[src/lpd_pkg.sv]
// Shared types, constants and register map for the lighthouse pulse decoder.
`timescale 1ns / 1ps

package lpd_pkg;

    // Defaults for top-level parameters
    localparam int STAMP_BITS_DEF  = 16;
    localparam int QUEUE_DEPTH_DEF = 2;

    // Sweep values are kept as 16-bit words
    localparam int SWEEP_BITS = 16;

    // Register map (index = paddr[3:2])
    localparam int CFG_ADDR_BITS = 4;
    typedef enum logic [1:0] {
        REG_MIN_INTERVAL  = 2'd0,
        REG_SYNC_INTERVAL = 2'd1,
        REG_SYNC_LIMIT    = 2'd2
    } reg_index_t;

    localparam logic [14:0] MIN_INTERVAL_RST  = 15'd500;
    localparam logic [14:0] SYNC_INTERVAL_RST = 15'd8000;
    localparam logic [1:0]  SYNC_LIMIT_RST    = 2'd3;

    // Frame tags
    localparam logic [7:0] TAG_X0  = 8'h21;  // '!'
    localparam logic [7:0] TAG_Y0  = 8'h40;  // '@'
    localparam logic [7:0] TAG_X1  = 8'h23;  // '#'
    localparam logic [7:0] TAG_Y1  = 8'h24;  // '$'
    localparam logic [7:0] TAG_END = 8'h7E;  // '~'

    localparam logic [3:0] FRAME_LAST_BYTE = 4'd12;

    typedef struct packed {
        logic [14:0] min_interval;
        logic [14:0] sync_interval;
        logic [1:0]  sync_limit;
    } cfg_t;

    // One position frame: both receivers' sweep values
    typedef struct packed {
        logic [SWEEP_BITS-1:0] x0;
        logic [SWEEP_BITS-1:0] y0;
        logic [SWEEP_BITS-1:0] x1;
        logic [SWEEP_BITS-1:0] y1;
    } frame_t;

    // Front-end status seen by the top level
    typedef struct packed {
        logic [1:0] ready_mark;
        logic       frame_push;
    } front_status_t;

endpackage

[src/lighthouse_pulse_decoder.sv]
// Top level of the lighthouse sweep pulse decoder: register port and block wiring.
//
//  Channel  Dir  Handshake              Word contents
//  s_*      in   s_tvalid/s_tready      tuser: receiver; tdata: capture_stamp
//  m_*      out  m_tvalid/m_tready      tdata: frame_byte; tlast: frame_end
//  APB      in   psel/penable, pready=1 min_interval, sync_interval, sync_limit
//
//  One capture word is taken every cycle while the frame queue has room;
//  decode is a combinational subtract, compare and flag update in the front end.
//  Each frame leaves as 13 words, one per cycle while m_tready is high, from
//  the serialiser; QUEUE_DEPTH frames may wait behind it before s_tready drops.
//  rst_n is asynchronous, active low; it clears all control state and loads
//  the register defaults. Sweep values are not reset.
`timescale 1ns / 1ps

module lighthouse_pulse_decoder
    import lpd_pkg::*;
#(
    parameter int STAMP_BITS  = STAMP_BITS_DEF,
    parameter int QUEUE_DEPTH = QUEUE_DEPTH_DEF
)
(
    input  logic                               clk,
    input  logic                               rst_n,
    // capture stream
    input  logic                               s_tvalid,
    output logic                               s_tready,
    input  logic [((STAMP_BITS+7)/8)*8-1:0]    s_tdata,   // [STAMP_BITS-1:0] capture_stamp
    input  logic                               s_tuser,   // [0] receiver
    // frame stream
    output logic                               m_tvalid,
    input  logic                               m_tready,
    output logic [7:0]                         m_tdata,   // [7:0] frame_byte
    output logic                               m_tlast,
    // register port
    input  logic                               psel,
    input  logic                               penable,
    input  logic                               pwrite,
    input  logic [CFG_ADDR_BITS-1:0]           paddr,
    input  logic [31:0]                        pwdata,
    output logic [31:0]                        prdata,
    output logic                               pready
);

    cfg_t          cfg_reg;
    logic          cfg_wr;
    reg_index_t    reg_idx;

    logic          s_acc;
    logic          push;
    frame_t        push_frame;
    front_status_t front_st;
    frame_t        q_data;
    logic          q_full;
    logic          q_not_empty;
    logic          pop;

    // ---------------- register port ----------------
    assign pready  = 1'b1;
    assign cfg_wr  = psel && penable && pwrite && pready;
    assign reg_idx = reg_index_t'(paddr[3:2]);

    always_ff @(posedge clk or negedge rst_n)
    begin
        if (!rst_n)
        begin
            cfg_reg.min_interval  <= MIN_INTERVAL_RST;
            cfg_reg.sync_interval <= SYNC_INTERVAL_RST;
            cfg_reg.sync_limit    <= SYNC_LIMIT_RST;
        end
        else if (cfg_wr)
        begin
            case (reg_idx)
                REG_MIN_INTERVAL:  cfg_reg.min_interval  <= pwdata[14:0];
                REG_SYNC_INTERVAL: cfg_reg.sync_interval <= pwdata[14:0];
                REG_SYNC_LIMIT:    cfg_reg.sync_limit    <= pwdata[1:0];
                default:           ;  // unmapped: ignored
            endcase
        end
    end

    always_comb
    begin
        case (reg_idx)
            REG_MIN_INTERVAL:  prdata = 32'(cfg_reg.min_interval);
            REG_SYNC_INTERVAL: prdata = 32'(cfg_reg.sync_interval);
            REG_SYNC_LIMIT:    prdata = 32'(cfg_reg.sync_limit);
            default:           prdata = '0;
        endcase
    end

    // ---------------- datapath ----------------
    // Input held off only while the queue is full, frame or not.
    assign s_tready = !q_full;
    assign s_acc    = s_tvalid && s_tready;

    lpd_front #(
        .STAMP_BITS (STAMP_BITS)
    ) u_front (
        .clk      (clk),
        .rst_n    (rst_n),
        .cfg      (cfg_reg),
        .accept   (s_acc),
        .receiver (s_tuser),
        .stamp    (s_tdata[STAMP_BITS-1:0]),
        .push     (push),
        .frame    (push_frame),
        .status   (front_st)
    );

    lpd_queue #(
        .DEPTH (QUEUE_DEPTH)
    ) u_queue (
        .clk       (clk),
        .rst_n     (rst_n),
        .push      (push),
        .wr_data   (push_frame),
        .pop       (pop),
        .rd_data   (q_data),
        .full      (q_full),
        .not_empty (q_not_empty)
    );

    lpd_back u_back (
        .clk         (clk),
        .rst_n       (rst_n),
        .q_not_empty (q_not_empty),
        .q_data      (q_data),
        .pop         (pop),
        .m_tvalid    (m_tvalid),
        .m_tready    (m_tready),
        .m_tdata     (m_tdata),
        .m_tlast     (m_tlast)
    );

`ifndef NO_ASSERTIONS
    // A frame is never pushed into a full queue
    assert property (@(posedge clk) disable iff (!rst_n)
        front_st.frame_push |-> !q_full)
        else $error("frame pushed into full queue");

    // Ready marks are cleared as soon as both are set
    assert property (@(posedge clk) disable iff (!rst_n)
        !(front_st.ready_mark[0] && front_st.ready_mark[1]))
        else $error("both ready marks left set");

    // The closing word of a frame is always the tilde
    assert property (@(posedge clk) disable iff (!rst_n)
        (m_tvalid && m_tlast) |-> (m_tdata == TAG_END))
        else $error("frame end without closing tag");

    // After the closing word is taken, a new frame starts only from the queue
    assert property (@(posedge clk) disable iff (!rst_n)
        (m_tvalid && m_tready && m_tlast && !q_not_empty) |=> !m_tvalid)
        else $error("serialiser busy with no frame queued");
`endif

endmodule

[src/lpd_front.sv]
// Front end: per-receiver interval decode and sweep sequencing.
`timescale 1ns / 1ps

module lpd_front
    import lpd_pkg::*;
#(
    parameter int STAMP_BITS = STAMP_BITS_DEF
)
(
    input  logic                  clk,
    input  logic                  rst_n,
    input  cfg_t                  cfg,
    input  logic                  accept,
    input  logic                  receiver,
    input  logic [STAMP_BITS-1:0] stamp,
    output logic                  push,
    output frame_t                frame,
    output front_status_t         status
);

    logic [1:0]            awaiting_reg, awaiting_next;
    logic [STAMP_BITS-1:0] prev_reg [2];
    logic [STAMP_BITS-1:0] prev_next [2];
    logic [1:0]            sync_cnt_reg [2];
    logic [1:0]            sync_cnt_next [2];
    logic [1:0]            x_reg, x_next;
    logic [1:0]            y_reg, y_next;
    logic [1:0]            rdy_reg, rdy_next;
    logic [SWEEP_BITS-1:0] xval_reg [2];
    logic [SWEEP_BITS-1:0] xval_next [2];
    logic [SWEEP_BITS-1:0] yval_reg [2];
    logic [SWEEP_BITS-1:0] yval_next [2];

    logic [STAMP_BITS-1:0] diff;
    logic [31:0]           ival;
    logic [1:0]            rdy_upd;

    always_comb
    begin
        awaiting_next = awaiting_reg;
        prev_next     = prev_reg;
        sync_cnt_next = sync_cnt_reg;
        x_next        = x_reg;
        y_next        = y_reg;
        xval_next     = xval_reg;
        yval_next     = yval_reg;
        rdy_upd       = rdy_reg;
        diff          = stamp - prev_reg[receiver];
        ival          = 32'(diff[STAMP_BITS-1:1]);

        if (accept)
        begin
            if (awaiting_reg[receiver])
            begin
                prev_next[receiver]     = stamp;
                awaiting_next[receiver] = 1'b0;
            end
            else if (ival > 32'(cfg.min_interval))
            begin
                prev_next[receiver] = stamp;
                if (ival > 32'(cfg.sync_interval))
                begin
                    if (sync_cnt_reg[receiver] < cfg.sync_limit)
                    begin
                        sync_cnt_next[receiver] = sync_cnt_reg[receiver] + 2'd1;
                        x_next[receiver]        = 1'b1;
                        y_next[receiver]        = 1'b0;
                    end
                end
                else if (sync_cnt_reg[receiver] != 2'd0)
                begin
                    if (x_reg[receiver] && !y_reg[receiver])
                    begin
                        xval_next[receiver] = ival[SWEEP_BITS-1:0];
                        y_next[receiver]    = 1'b1;
                    end
                    else if (x_reg[receiver] && y_reg[receiver])
                    begin
                        x_next[receiver] = 1'b0;  // gap
                    end
                    else if (!x_reg[receiver] && y_reg[receiver])
                    begin
                        yval_next[receiver]     = ival[SWEEP_BITS-1:0];
                        rdy_upd[receiver]       = 1'b1;
                        y_next[receiver]        = 1'b0;
                        sync_cnt_next[receiver] = 2'd0;
                    end
                end
            end
        end

        // Both ready: hand a frame to the queue and clear the marks
        push     = rdy_upd[0] && rdy_upd[1];
        rdy_next = push ? 2'b00 : rdy_upd;
        frame.x0 = xval_next[0];
        frame.y0 = yval_next[0];
        frame.x1 = xval_next[1];
        frame.y1 = yval_next[1];
    end

    always_ff @(posedge clk or negedge rst_n)
    begin
        if (!rst_n)
        begin
            awaiting_reg <= 2'b11;
            prev_reg     <= '{default: '0};
            sync_cnt_reg <= '{default: '0};
            x_reg        <= '0;
            y_reg        <= '0;
            rdy_reg      <= '0;
        end
        else
        begin
            awaiting_reg <= awaiting_next;
            prev_reg     <= prev_next;
            sync_cnt_reg <= sync_cnt_next;
            x_reg        <= x_next;
            y_reg        <= y_next;
            rdy_reg      <= rdy_next;
        end
    end

    // Sweep values need no reset
    always_ff @(posedge clk)
    begin
        xval_reg <= xval_next;
        yval_reg <= yval_next;
    end

    assign status.ready_mark = rdy_reg;
    assign status.frame_push = push;

endmodule

[src/lpd_queue.sv]
// Short frame queue between decode front end and byte serialiser.
`timescale 1ns / 1ps

module lpd_queue
    import lpd_pkg::*;
#(
    parameter int DEPTH = QUEUE_DEPTH_DEF
)
(
    input  logic   clk,
    input  logic   rst_n,
    input  logic   push,
    input  frame_t wr_data,
    input  logic   pop,
    output frame_t rd_data,
    output logic   full,
    output logic   not_empty
);

    localparam int PTR_BITS = $clog2(DEPTH);
    localparam int CNT_BITS = $clog2(DEPTH + 1);
    localparam logic [PTR_BITS-1:0] PTR_LAST = PTR_BITS'(DEPTH - 1);
    localparam logic [CNT_BITS-1:0] CNT_FULL = CNT_BITS'(DEPTH);

    frame_t              slot_reg [DEPTH];
    logic [PTR_BITS-1:0] wr_ptr_reg, wr_ptr_next;
    logic [PTR_BITS-1:0] rd_ptr_reg, rd_ptr_next;
    logic [CNT_BITS-1:0] cnt_reg, cnt_next;

    assign full      = (cnt_reg == CNT_FULL);
    assign not_empty = (cnt_reg != '0);
    assign rd_data   = slot_reg[rd_ptr_reg];

    always_comb
    begin
        wr_ptr_next = wr_ptr_reg;
        rd_ptr_next = rd_ptr_reg;
        cnt_next    = cnt_reg;
        if (push)
        begin
            wr_ptr_next = (wr_ptr_reg == PTR_LAST) ? '0 : wr_ptr_reg + 1'b1;
        end
        if (pop)
        begin
            rd_ptr_next = (rd_ptr_reg == PTR_LAST) ? '0 : rd_ptr_reg + 1'b1;
        end
        if (push && !pop)
        begin
            cnt_next = cnt_reg + 1'b1;
        end
        else if (pop && !push)
        begin
            cnt_next = cnt_reg - 1'b1;
        end
    end

    always_ff @(posedge clk or negedge rst_n)
    begin
        if (!rst_n)
        begin
            wr_ptr_reg <= '0;
            rd_ptr_reg <= '0;
            cnt_reg    <= '0;
        end
        else
        begin
            wr_ptr_reg <= wr_ptr_next;
            rd_ptr_reg <= rd_ptr_next;
            cnt_reg    <= cnt_next;
        end
    end

    always_ff @(posedge clk)
    begin
        if (push)
        begin
            slot_reg[wr_ptr_reg] <= wr_data;
        end
    end

endmodule

[src/lpd_back.sv]
// Back end: serialises one queued frame into 13 output words.
`timescale 1ns / 1ps

module lpd_back
    import lpd_pkg::*;
(
    input  logic       clk,
    input  logic       rst_n,
    input  logic       q_not_empty,
    input  frame_t     q_data,
    output logic       pop,
    output logic       m_tvalid,
    input  logic       m_tready,
    output logic [7:0] m_tdata,
    output logic       m_tlast
);

    frame_t     frame_reg;
    logic       busy_reg, busy_next;
    logic [3:0] idx_reg, idx_next;
    logic       last_byte;
    logic       out_acc;

    assign last_byte = (idx_reg == FRAME_LAST_BYTE);
    assign out_acc   = busy_reg && m_tready;
    assign pop       = q_not_empty && (!busy_reg || (out_acc && last_byte));

    always_comb
    begin
        busy_next = busy_reg;
        idx_next  = idx_reg;
        if (pop)
        begin
            busy_next = 1'b1;
            idx_next  = '0;
        end
        else if (out_acc)
        begin
            if (last_byte)
            begin
                busy_next = 1'b0;
            end
            else
            begin
                idx_next = idx_reg + 4'd1;
            end
        end
    end

    always_ff @(posedge clk or negedge rst_n)
    begin
        if (!rst_n)
        begin
            busy_reg <= 1'b0;
            idx_reg  <= '0;
        end
        else
        begin
            busy_reg <= busy_next;
            idx_reg  <= idx_next;
        end
    end

    always_ff @(posedge clk)
    begin
        if (pop)
        begin
            frame_reg <= q_data;
        end
    end

    // Byte order: value low, value high, tag; closing tilde
    always_comb
    begin
        case (idx_reg)
            4'd0:    m_tdata = frame_reg.x0[7:0];
            4'd1:    m_tdata = frame_reg.x0[15:8];
            4'd2:    m_tdata = TAG_X0;
            4'd3:    m_tdata = frame_reg.y0[7:0];
            4'd4:    m_tdata = frame_reg.y0[15:8];
            4'd5:    m_tdata = TAG_Y0;
            4'd6:    m_tdata = frame_reg.x1[7:0];
            4'd7:    m_tdata = frame_reg.x1[15:8];
            4'd8:    m_tdata = TAG_X1;
            4'd9:    m_tdata = frame_reg.y1[7:0];
            4'd10:   m_tdata = frame_reg.y1[15:8];
            4'd11:   m_tdata = TAG_Y1;
            default: m_tdata = TAG_END;
        endcase
    end

    assign m_tvalid = busy_reg;
    assign m_tlast  = last_byte;

endmodule
[config.mk]
export PLATFORM = sky130hd
export DESIGN_NAME = lighthouse_pulse_decoder
export DESIGN_NICKNAME = d
export VERILOG_FILES = /design/src/lpd_pkg.sv /design/src/lighthouse_pulse_decoder.sv /design/src/lpd_front.sv /design/src/lpd_queue.sv /design/src/lpd_back.sv
export SDC_FILE = /design/constraint.sdc
export NUM_CORES = 1
export LEC_CHECK = 0
export BUFFER_PORTS_ARGS = -buffer_cell sky130_fd_sc_hd__buf_2
export CAP_MARGIN = 0
export CORE_AREA = 3 3 210 130
export DETAILED_ROUTE_END_ITERATION = 8
export DIE_AREA = 0 0 213 133
export PLACE_DENSITY = 0.82
export SLEW_MARGIN = 10
export SYNTH_ARGS = -nofsm -noshare
export SYNTH_HDL_FRONTEND = slang
export SYNTH_HIERARCHICAL = 1
export SYNTH_SLANG_ARGS = --single-unit
export TNS_END_PERCENT = 20
[constraint.sdc]
create_clock -name clk -period 8.4 [get_ports clk]
set_input_delay 0.42 -clock clk [delete_from_list [all_inputs] [get_ports clk]]
set_output_delay 0.42 -clock clk [all_outputs]
set_load 0.05 [all_outputs]
==> results of run 1 <==
## critical path, stage by stage
cell and delay, ps:
buf_2 570, mux2i_1 200, or2_2 330, fa_1 430
a21o_1 220, a221oi_1 390, a211oi_1 180, a21oi_1 150
a21oi_1 120, xor2_1 570, ha_1 220, nand4_1 160
nor4_1 600, or2_2 280, o211a_4 210, and4_1 200
buf_4 310, o22a_1 270, and2_2 370, buf_12 340
## where the power goes
part,switching [µW],internal (µW)
sequential,144,2140
combinational,1750,1110
clock,597,777
total,2490,4030
## path summary, 6_finish.rpt
path	from	endpoint	slack [ps]
max	s_tuser	u_queue/slot_reg[1][52]	1990
min	pwdata[12]	cfg_reg[14]	120
max reg2reg	u_front/prev_reg[0]	u_queue/slot_reg[1][52]	2190
min reg2reg	u_front/rdy_reg[1]	u_front/rdy_reg[0]	460
max in group asynchronous	rst_n	u_queue/rd_ptr_reg	6810
min in group asynchronous	rst_n	u_queue/cnt_reg[1]	300
## final cells by class
type / instances / area (µm²)
Fill cell: 1717 / 8421
Clock inverter: 18 / 201.4
Inverter: 49 / 183.9
Multi-Input combinational cell: 599 / 5579
Sequential cell: 341 / 9198
Timing Repair Buffer: 87 / 518.0
Clock buffer: 35 / 768.2
Tap cell: 329 / 411.6
## cell usage in the layout, fill, tap and decap left out, types with 19 or more instances in the layout
cell type	count
buf_2	65
mux2_4	81
nand2_1	27
nor2_1	26
edfxtp_1	192
a21oi_1	22
ha_1	52
mux2i_1	39
clkbuf_16	29
mux2_2	99
buf_4	19
dfxtp_1	64
inv_1	48
dfrtp_1	68
## per-layer routing
metal,up-vias,global-route usage,wire length [µm]
met5,-,0,0
met4,0,0.04393,588
met3,47,0.04858,2350
met2,275,0.3447,14070
met1,4313,0.3446,14990
li1,3955,-,-
## stage by stage
| step | cell area (µm²) | std cells | hold slack, ps | power, µW | util |
|---|---|---|---|---|---|
| 3_5_place_dp | 15880 | 1404 | 349.8 | 5109 | 0.6282 |
| 6_report | 16860 | 1458 | 118.4 | 6520 | 0.6669 |
| 5_1_grt | 16860 | 1458 | 111.2 | 6832 | 0.6669 |
| 3_3_place_gp | 15880 | 1404 | 350.8 | 4994 | 0.6282 |
| 2_1_floorplan | 15490 | 1050 | 124.4 | 4327 | - |
| 4_1_cts | 16860 | 1458 | 95.45 | 6495 | 0.6669 |
## timing repair
item                                   CTS  global route
gates resized for setup                  0             0
endpoints found under the hold margin   24             0
hold buffers                             1             0
buffers inserted                         0             0
==> results.py, run 1 <==
metrics = {
    "cts": {
        "path_clk_slew_ps": 70,
        "cts_root_buf": "clkbuf_16",
        "cts_htree_levels": 1,
        "tritoncts": "yes",
        "clk_latency_ps": 550,
        "numCtsBuffers": 29,
        "cts_sinks": 341,
        "clk_path_buf_depth": 3,
    },
    "floorplanning": {
        "core-area_mm2": 0.02528,
        "die_h_um": 133,
        "die_area_mm2": 0.02833,
        "die_w_um": 213,
        "io-pin-count": 104,
        "initial_core_util": 0.6104,
        "rows": 45,
    },
    "sta": {
        "rsz0062_at_grt": "no",
        "finalCritPeriodShare": 0.7636,
        "max_freq_mhz": 155.9,
        "worst_pin_slew_ps": 1339,
        "slew_headroom": 0.1008,
        "maxSlewViolCount": 0,
        "setup_tns_ps": 0,
        "post-route-min-period_ps": 6414,
        "finalHoldViolCount": 0,
        "setup_viol": 0,
        "fin_ws_ps": 1986,
        "fin_skew_ps": 10.75,
    },
    "layout": {
        "largest_reg_flops": 128,
        "syn_to_final_growth_pct": 9.260,
        "nets": 1220,
        "layout-drive-gt1-share": 0.3127,
        "antenna_cells": 0,
    },
    "setup_path": {
        "rr_worst_depth": 19,
        "cp_max_fo": 54,
        "critPathCaptureType": "register",
        "cp.required_ps": 8610,
        "crit_path_start_kind": "primary input",
        "cp.arrival_ps": 6620,
        "crit_type": "primary input to register",
    },
    "route": {
        "drt-initial-drc-count": 918,
        "vias": 8590,
        "routed_wl_mm": 32.00,
        "avgViaCountPerCell": 5.892,
        "routedWlPerCell_um": 21.95,
        "drt.antenna.violating_nets": 0,
        "drc": 0,
        "firstDrtPassIters": 5,
    },
    "place": {
        "numPortBuffers": 66,
        "post-place-ws_ps": 1605,
        "dp_hpwl_mm": 20.59,
        "place_congestion": 0.8586,
    },
    "outcome": {
        "status": "finished clean",
    },
    "yosys": {
        "synth.avg_cell_area_um2": 14.92,
        "syn_area_mm2": 0.01543,
        "synthCells": 1034,
        "yosys_warnings": 6,
    },
    "global_route": {
        "overflow": 0,
        "grt_pass1_wl_mm": 49.96,
        "grt_start_max_net_pins": 67,
        "grt_pass1_vias": 8674,
        "antenna_found_initial": 0,
        "grt_util_all_layers": 0.2281,
    },
    "power_and_ir_drop": {
        "ir_drop_mv": 0.2443,
        "p_leak_uw": 0.006995,
        "power_density_mw_per_mm2": 386.7,
    },
    "hold_path": {
        "holdPathStages": 2,
        "hp-class": "primary input to register",
    },
    "flow_run": {
        "maxCapViolCount": 0,
    },
}
No activity file was read; power rests on OpenSTA's default activity.
==> run 2: changes to the inputs <==
==> constraint.sdc (replaced) <==
create_clock -name clk -period 6.3 [get_ports clk]
set_input_delay 0.315 -clock clk [delete_from_list [all_inputs] [get_ports clk]]
set_output_delay 0.315 -clock clk [all_outputs]
set_load 0.05 [all_outputs]
==> results.py, run 2 (synthesis results as in run 1) <==
metrics = {
    "sta": {
        "max_freq_mhz": 185.8,
        "maxSlewViolCount": 0,
        "fin_hold_ws_ps": 14.07,
        "post-route-min-period_ps": 5382,
        "fin_skew_ps": 20.99,
        "worst_pin_slew_ps": 1308,
        "rsz0062_at_grt": "no",
        "finalCritPeriodShare": 0.8543,
        "setup_tns_ps": 0,
        "fin_ws_ps": 918.0,
        "setup_viol": 0,
        "finalHoldViolCount": 0,
        "slew_headroom": 0.1215,
    },
    "layout": {
        "final_common_cell": "edfxtp_1",
        "largest_reg_flops": 128,
        "nets": 1242,
        "antenna_cells": 0,
        "syn_to_final_growth_pct": 11.08,
        "layout-drive-gt1-share": 0.3157,
        "mostFrequentLayoutCells": "192 x edfxtp_1, 99 x mux2_2, 81 x mux2_4, 68 x dfrtp_1, 65 x buf_2",
    },
    "setup_path": {
        "crit_type": "primary input to register",
        "path_delay_family": "simple AND/OR/NAND/NOR gates",
        "crit_path_start_kind": "primary input",
        "path_cells": "buf_2, buf_4, mux2i_1, ha_1, and2_1, a221o_1, o2bb2ai_1, a211o_1, a21oi_1, xnor2_1, inv_1, ha_1, nand4_1, nor4_2, buf_4, nor3_1, and4_1, o22a_1, nor2b_4, buf_12",
        "critPathCaptureType": "register",
        "slowest_stage": "nor3_1",
        "cp.required_ps": 6550,
        "max_stage_delay_ps": 560,
        "cp_max_fo": 34,
        "cp.arrival_ps": 5640,
        "crit_buf_inv": 5,
    },
    "global_route": {
        "antenna_found_initial": 0,
        "grt_util_all_layers": 0.2312,
        "grt_pass1_wl_mm": 50.47,
        "overflow": 0,
        "grt_pass1_vias": 8909,
        "grt_start_max_net_pins": 65,
    },
    "route": {
        "avgViaCountPerCell": 5.924,
        "drt-initial-drc-count": 851,
        "drt.antenna.violating_nets": 0,
        "vias": 8780,
        "firstDrtPassIters": 5,
        "routed_wl_mm": 32.23,
        "routedWlPerCell_um": 21.75,
        "drc": 0,
    },
    "floorplanning": {
        "die_area_mm2": 0.02833,
        "io-pin-count": 104,
        "die_w_um": 213,
        "die_h_um": 133,
        "core-area_mm2": 0.02528,
        "rows": 45,
        "initial_core_util": 0.6104,
    },
    "cts": {
        "cts_htree_levels": 1,
        "clk_latency_ps": 570,
        "clk_path_buf_depth": 3,
        "cts_root_buf": "clkbuf_16",
        "numCtsBuffers": 30,
        "tritoncts": "yes",
        "cts_setup_buffers": 0,
        "cts_sinks": 341,
        "path_clk_slew_ps": 70,
    },
    "power_and_ir_drop": {
        "ir_drop_mv": 0.2503,
        "power_density_mw_per_mm2": 515.1,
        "total_power_uw": 8830,
        "p_leak_uw": 0.007140,
    },
    "place": {
        "numPortBuffers": 66,
        "place_congestion": 0.8907,
        "dp_hpwl_mm": 21.43,
        "post-place-ws_ps": 529.6,
    },
    "hold_path": {
        "hp-class": "primary input to register",
    },
    "flow_run": {
        "maxCapViolCount": 0,
    },
    "outcome": {
        "status": "finished clean",
    },
}
==> run 2: worst register-to-register path, cell delays in order, from the launching register on <==
cell and delay, ps:
dfrtp_1 340, mux2i_1 90, or2_2 320, fa_1 420, a21o_1 220, a221oi_1 320, nor4_1 150, o21ai_0 190
o31a_1 150, nand3_1 380, ha_1 480, nand4_1 140, nor4_2 70, buf_4 170, nor3_1 560, and4_1 340
o22a_1 230, nor2b_4 230, buf_12 240
==> run 2: report_power, final <==
group	internal [µW]	total (µW)	switching, µW
logic	1540	3900	2360
clock network	1060	1860	792
registers	2850	3080	221
==> run 2: path summary, 6_finish.rpt <==
| kind | slack, ps | startpoint | depth (start not counted) | to |
|---|---|---|---|---|
| max in group asynchronous | 4860 | rst_n | 3 | u_queue/rd_ptr_reg |
| min | 10 | pwdata[0] | 2 | cfg_reg[17] |
| max reg2reg | 930 | u_front/prev_reg[0] | 18 | u_queue/slot_reg[0][41] |
| min reg2reg | 470 | u_front/rdy_reg[1] | 1 | u_front/rdy_reg[0] |
| min in group asynchronous | 190 | rst_n | 2 | u_front/prev_reg[13] |
| max | 920 | s_tuser | 20 | u_queue/slot_reg[0][41] |
==> run 2: cell type report <==
cell class | instances | area (µm²)
clock inverters | 8 | 66.31
well taps | 329 | 411.6
flip-flops and latches | 341 | 9198
inverters | 49 | 183.9
clock buffers | 48 | 942.2
fillers | 1743 | 8139
repair buffers | 108 | 760.7
multi-input cells | 599 | 5579
==> run 2: routing by layer <==
layer	routed length [µm]	share of wire	global-route usage
met5	0	0	0
met4	945	0.029	0.06497
met3	2240	0.070	0.05758
met2	14220	0.44	0.3465
met1	14820	0.46	0.3374
==> run 2: stage by stage <==
stage            util  instances  area [µm²]
2_1_floorplan       -       1050       15500
3_3_place_gp   0.6342       1416       16030
3_5_place_dp   0.6342       1416       16030
4_1_cts        0.6781       1482       17140
5_1_grt        0.6781       1482       17140
6_report       0.6781       1482       17140
==> run 2: what timing repair did <==
item,CTS,global route
hold buffers,10,0
resized for setup,0,0
hold endpoints to repair,38,0
==> run 3: changes to the inputs <==
--- a/config.mk
+++ b/config.mk
@@ -7,10 +7,11 @@
 export LEC_CHECK = 0
 export BUFFER_PORTS_ARGS = -buffer_cell sky130_fd_sc_hd__buf_2
 export CAP_MARGIN = 0
-export CORE_AREA = 3 3 210 130
+export CORE_AREA = 3 3 221 136
 export DETAILED_ROUTE_END_ITERATION = 8
-export DIE_AREA = 0 0 213 133
-export PLACE_DENSITY = 0.82
+export DIE_AREA = 0 0 224 139
+export PLACE_DENSITY = 0.79
+export REMOVE_ABC_BUFFERS = 1
 export SLEW_MARGIN = 10
 export SYNTH_ARGS = -nofsm -noshare
 export SYNTH_HDL_FRONTEND = slang
==> constraint.sdc (replaced) <==
create_clock -name clk -period 4.7 [get_ports clk]
set_input_delay 0.235 -clock clk [delete_from_list [all_inputs] [get_ports clk]]
set_output_delay 0.235 -clock clk [all_outputs]
set_load 0.05 [all_outputs]
==> results.py, run 3 (synthesis results as in run 1) <==
metrics = {
    "outcome": {
        "status": "finished with violations",
        "violations": "negative setup slack",
    },
    "setup_path": {
        "crit_type": "register to register",
        "r2r-start": "u_front/prev_reg[0]",
        "crit_path_start_kind": "register",
        "cp_max_fo": 9,
        "critPathCaptureType": "register",
        "crit_start": "u_front/prev_reg[0]",
        "cp.arrival_ps": 5070,
        "cp.required_ps": 4970,
    },
    "floorplanning": {
        "die_area_mm2": 0.03114,
        "core-area_mm2": 0.02841,
        "io-pin-count": 104,
        "rows": 48,
        "die_w_um": 224,
        "initial_core_util": 0.5432,
        "die_h_um": 139,
    },
    "sta": {
        "maxSlewViolCount": 0,
        "finalCritPeriodShare": 1.023,
        "post-route-min-period_ps": 4809,
        "finalHoldViolCount": 0,
        "setup_tns_ps": -4730,
        "setup_viol": 89,
        "max_freq_mhz": 208.0,
        "fin_skew_ps": 22.31,
        "worst_pin_slew_ps": 977.0,
        "rsz0062_at_grt": "yes",
        "slew_headroom": 0.3487,
        "fin_ws_ps": -108.6,
    },
    "cts": {
        "path_clk_slew_ps": 70,
        "cts_sinks": 341,
        "clk_latency_ps": 560,
        "tritoncts": "yes",
        "cts_root_buf": "clkbuf_16",
        "clk_path_buf_depth": 3,
        "numCtsBuffers": 29,
        "cts_htree_levels": 1,
    },
    "route": {
        "routedWlPerCell_um": 21.95,
        "firstDrtPassIters": 5,
        "vias": 9406,
        "avgViaCountPerCell": 5.792,
        "drt-initial-drc-count": 799,
        "drc": 0,
        "routed_wl_mm": 35.65,
        "drt.antenna.violating_nets": 0,
    },
    "place": {
        "dpl-instance-area_mm2": 0.01650,
        "dp_hpwl_mm": 22.45,
        "post-place-ws_ps": -388.3,
        "place_congestion": 0.9219,
        "numPortBuffers": 66,
    },
    "layout": {
        "final_util": 0.6476,
        "syn_to_final_growth_pct": 19.21,
        "antenna_cells": 0,
        "final_cell_area_mm2": 0.01840,
        "nets": 1340,
        "mostFrequentLayoutCells": "192 x edfxtp_1, 94 x mux2_4, 88 x buf_4, 86 x mux2_2, 68 x dfrtp_1",
        "layout-drive-gt1-share": 0.3795,
        "largest_reg_flops": 128,
        "final_common_cell": "edfxtp_1",
    },
    "global_route": {
        "grt_pass1_wl_mm": 53.09,
        "grt_util_all_layers": 0.2182,
        "overflow": 0,
        "antenna_found_initial": 0,
        "grt_start_max_net_pins": 67,
        "grt_pass1_vias": 9198,
    },
    "power_and_ir_drop": {
        "ir_drop_mv": 0.3307,
        "pwr-share-comb": 0.487,
        "power.internal_uw": 7878,
        "p_leak_uw": 0.007716,
        "power.share.clock": 0.186,
        "switching_share": 0.3841,
        "power_frac_seq": 0.327,
        "power_switching_uw": 4913,
        "power_density_mw_per_mm2": 695.4,
    },
    "hold_path": {
        "hp-class": "primary input to register",
        "hold_start": "s_tdata[0]",
    },
    "flow_run": {
        "maxCapViolCount": 0,
    },
}
-- run 3: changes by cell type in the layout (fill, tap and decap cells not counted), sizes merged --
cell	previous run	this run
clkbuf	48	45
clkinvlp	0	3
clkinv	7	6
inv	49	50
buf	98	172
dlygate4sd3	10	31
bufinv	1	2
-- run 3: final cells by class --
class | count | area (µm²)
clock buffers | 41 | 800.8
clock inverters | 12 | 122.6
well taps | 375 | 469.2
inverters | 49 | 183.9
fillers | 1930 | 10010
multi-input cells | 599 | 5878
flip-flops and latches | 341 | 9198
repair buffers | 207 | 1743
-- run 3: path summary, 6_finish.rpt --
path,end,slack (ps),cells past startpoint
setup / recovery,u_queue/slot_reg[0][51],-110,19
hold / removal,u_front/prev_reg[0],40,3
setup reg to reg,u_queue/slot_reg[0][51],-110,19
hold reg to reg,u_front/xval_reg[3],480,1
max in group asynchronous,u_front/prev_reg[30],3480,3
min in group asynchronous,cfg_reg[9],180,2
-- run 3: critical path, cell delays in order, from the launching register on --
cell       delay, ps
dfrtp_1          380
mux2i_1          100
or2_4            250
fa_2             370
a21o_1           260
a221oi_4         340
nor4_4            80
o21ai_1          180
o31a_1           220
nand3_4          110
ha_4             300
nand4_1          190
nor4_4           390
or2_4            190
o211a_4          160
and4_4           230
o22a_4           170
nor2b_4          210
buf_12           200
clkbuf_16        180
-- run 3: what timing repair did --
item / 4_1_cts / 5_1_grt
gates resized for setup: 16 / 60
pin swaps: 5 / 27
hold endpoints to repair: 97 / 0
hold buffers: 31 / 0
setup endpoints to repair: 249 / 348
setup buffers: 2 / 15
cloned: 1 / 7
-- run 3: power by group through the flow --
stage / Combinational (µW) / Sequential [µW] / Clock (µW)
floorplan: 3400 / 4190 / 0
global placement: 5210 / 4190 / 0
detailed placement: 5410 / 4230 / 0
CTS: 5600 / 4170 / 2400
global route: 6590 / 4230 / 2540
finish: 6240 / 4180 / 2370
-- run 3: per-layer routing --
metal / part of all wire / GRT usage / vias to the layer above
met2: 0.44 / 0.3185 / 338
met4: 0.021 / 0.04640 / 0
met5: 0 / 0 / -
li1: - / - / 4214
met1: 0.46 / 0.3322 / 4795
met3: 0.079 / 0.05416 / 59
-- run 3: metrics by stage --
stage               hold slack [ps]  total power (µW)  cells
finish                        42.07             12790   1624
CTS                           12.40             12180   1602
global route                  34.52             13370   1624
floorplan                    -60.59              7595    989
detailed placement            225.4              9631   1515
global placement              223.6              9401   1515
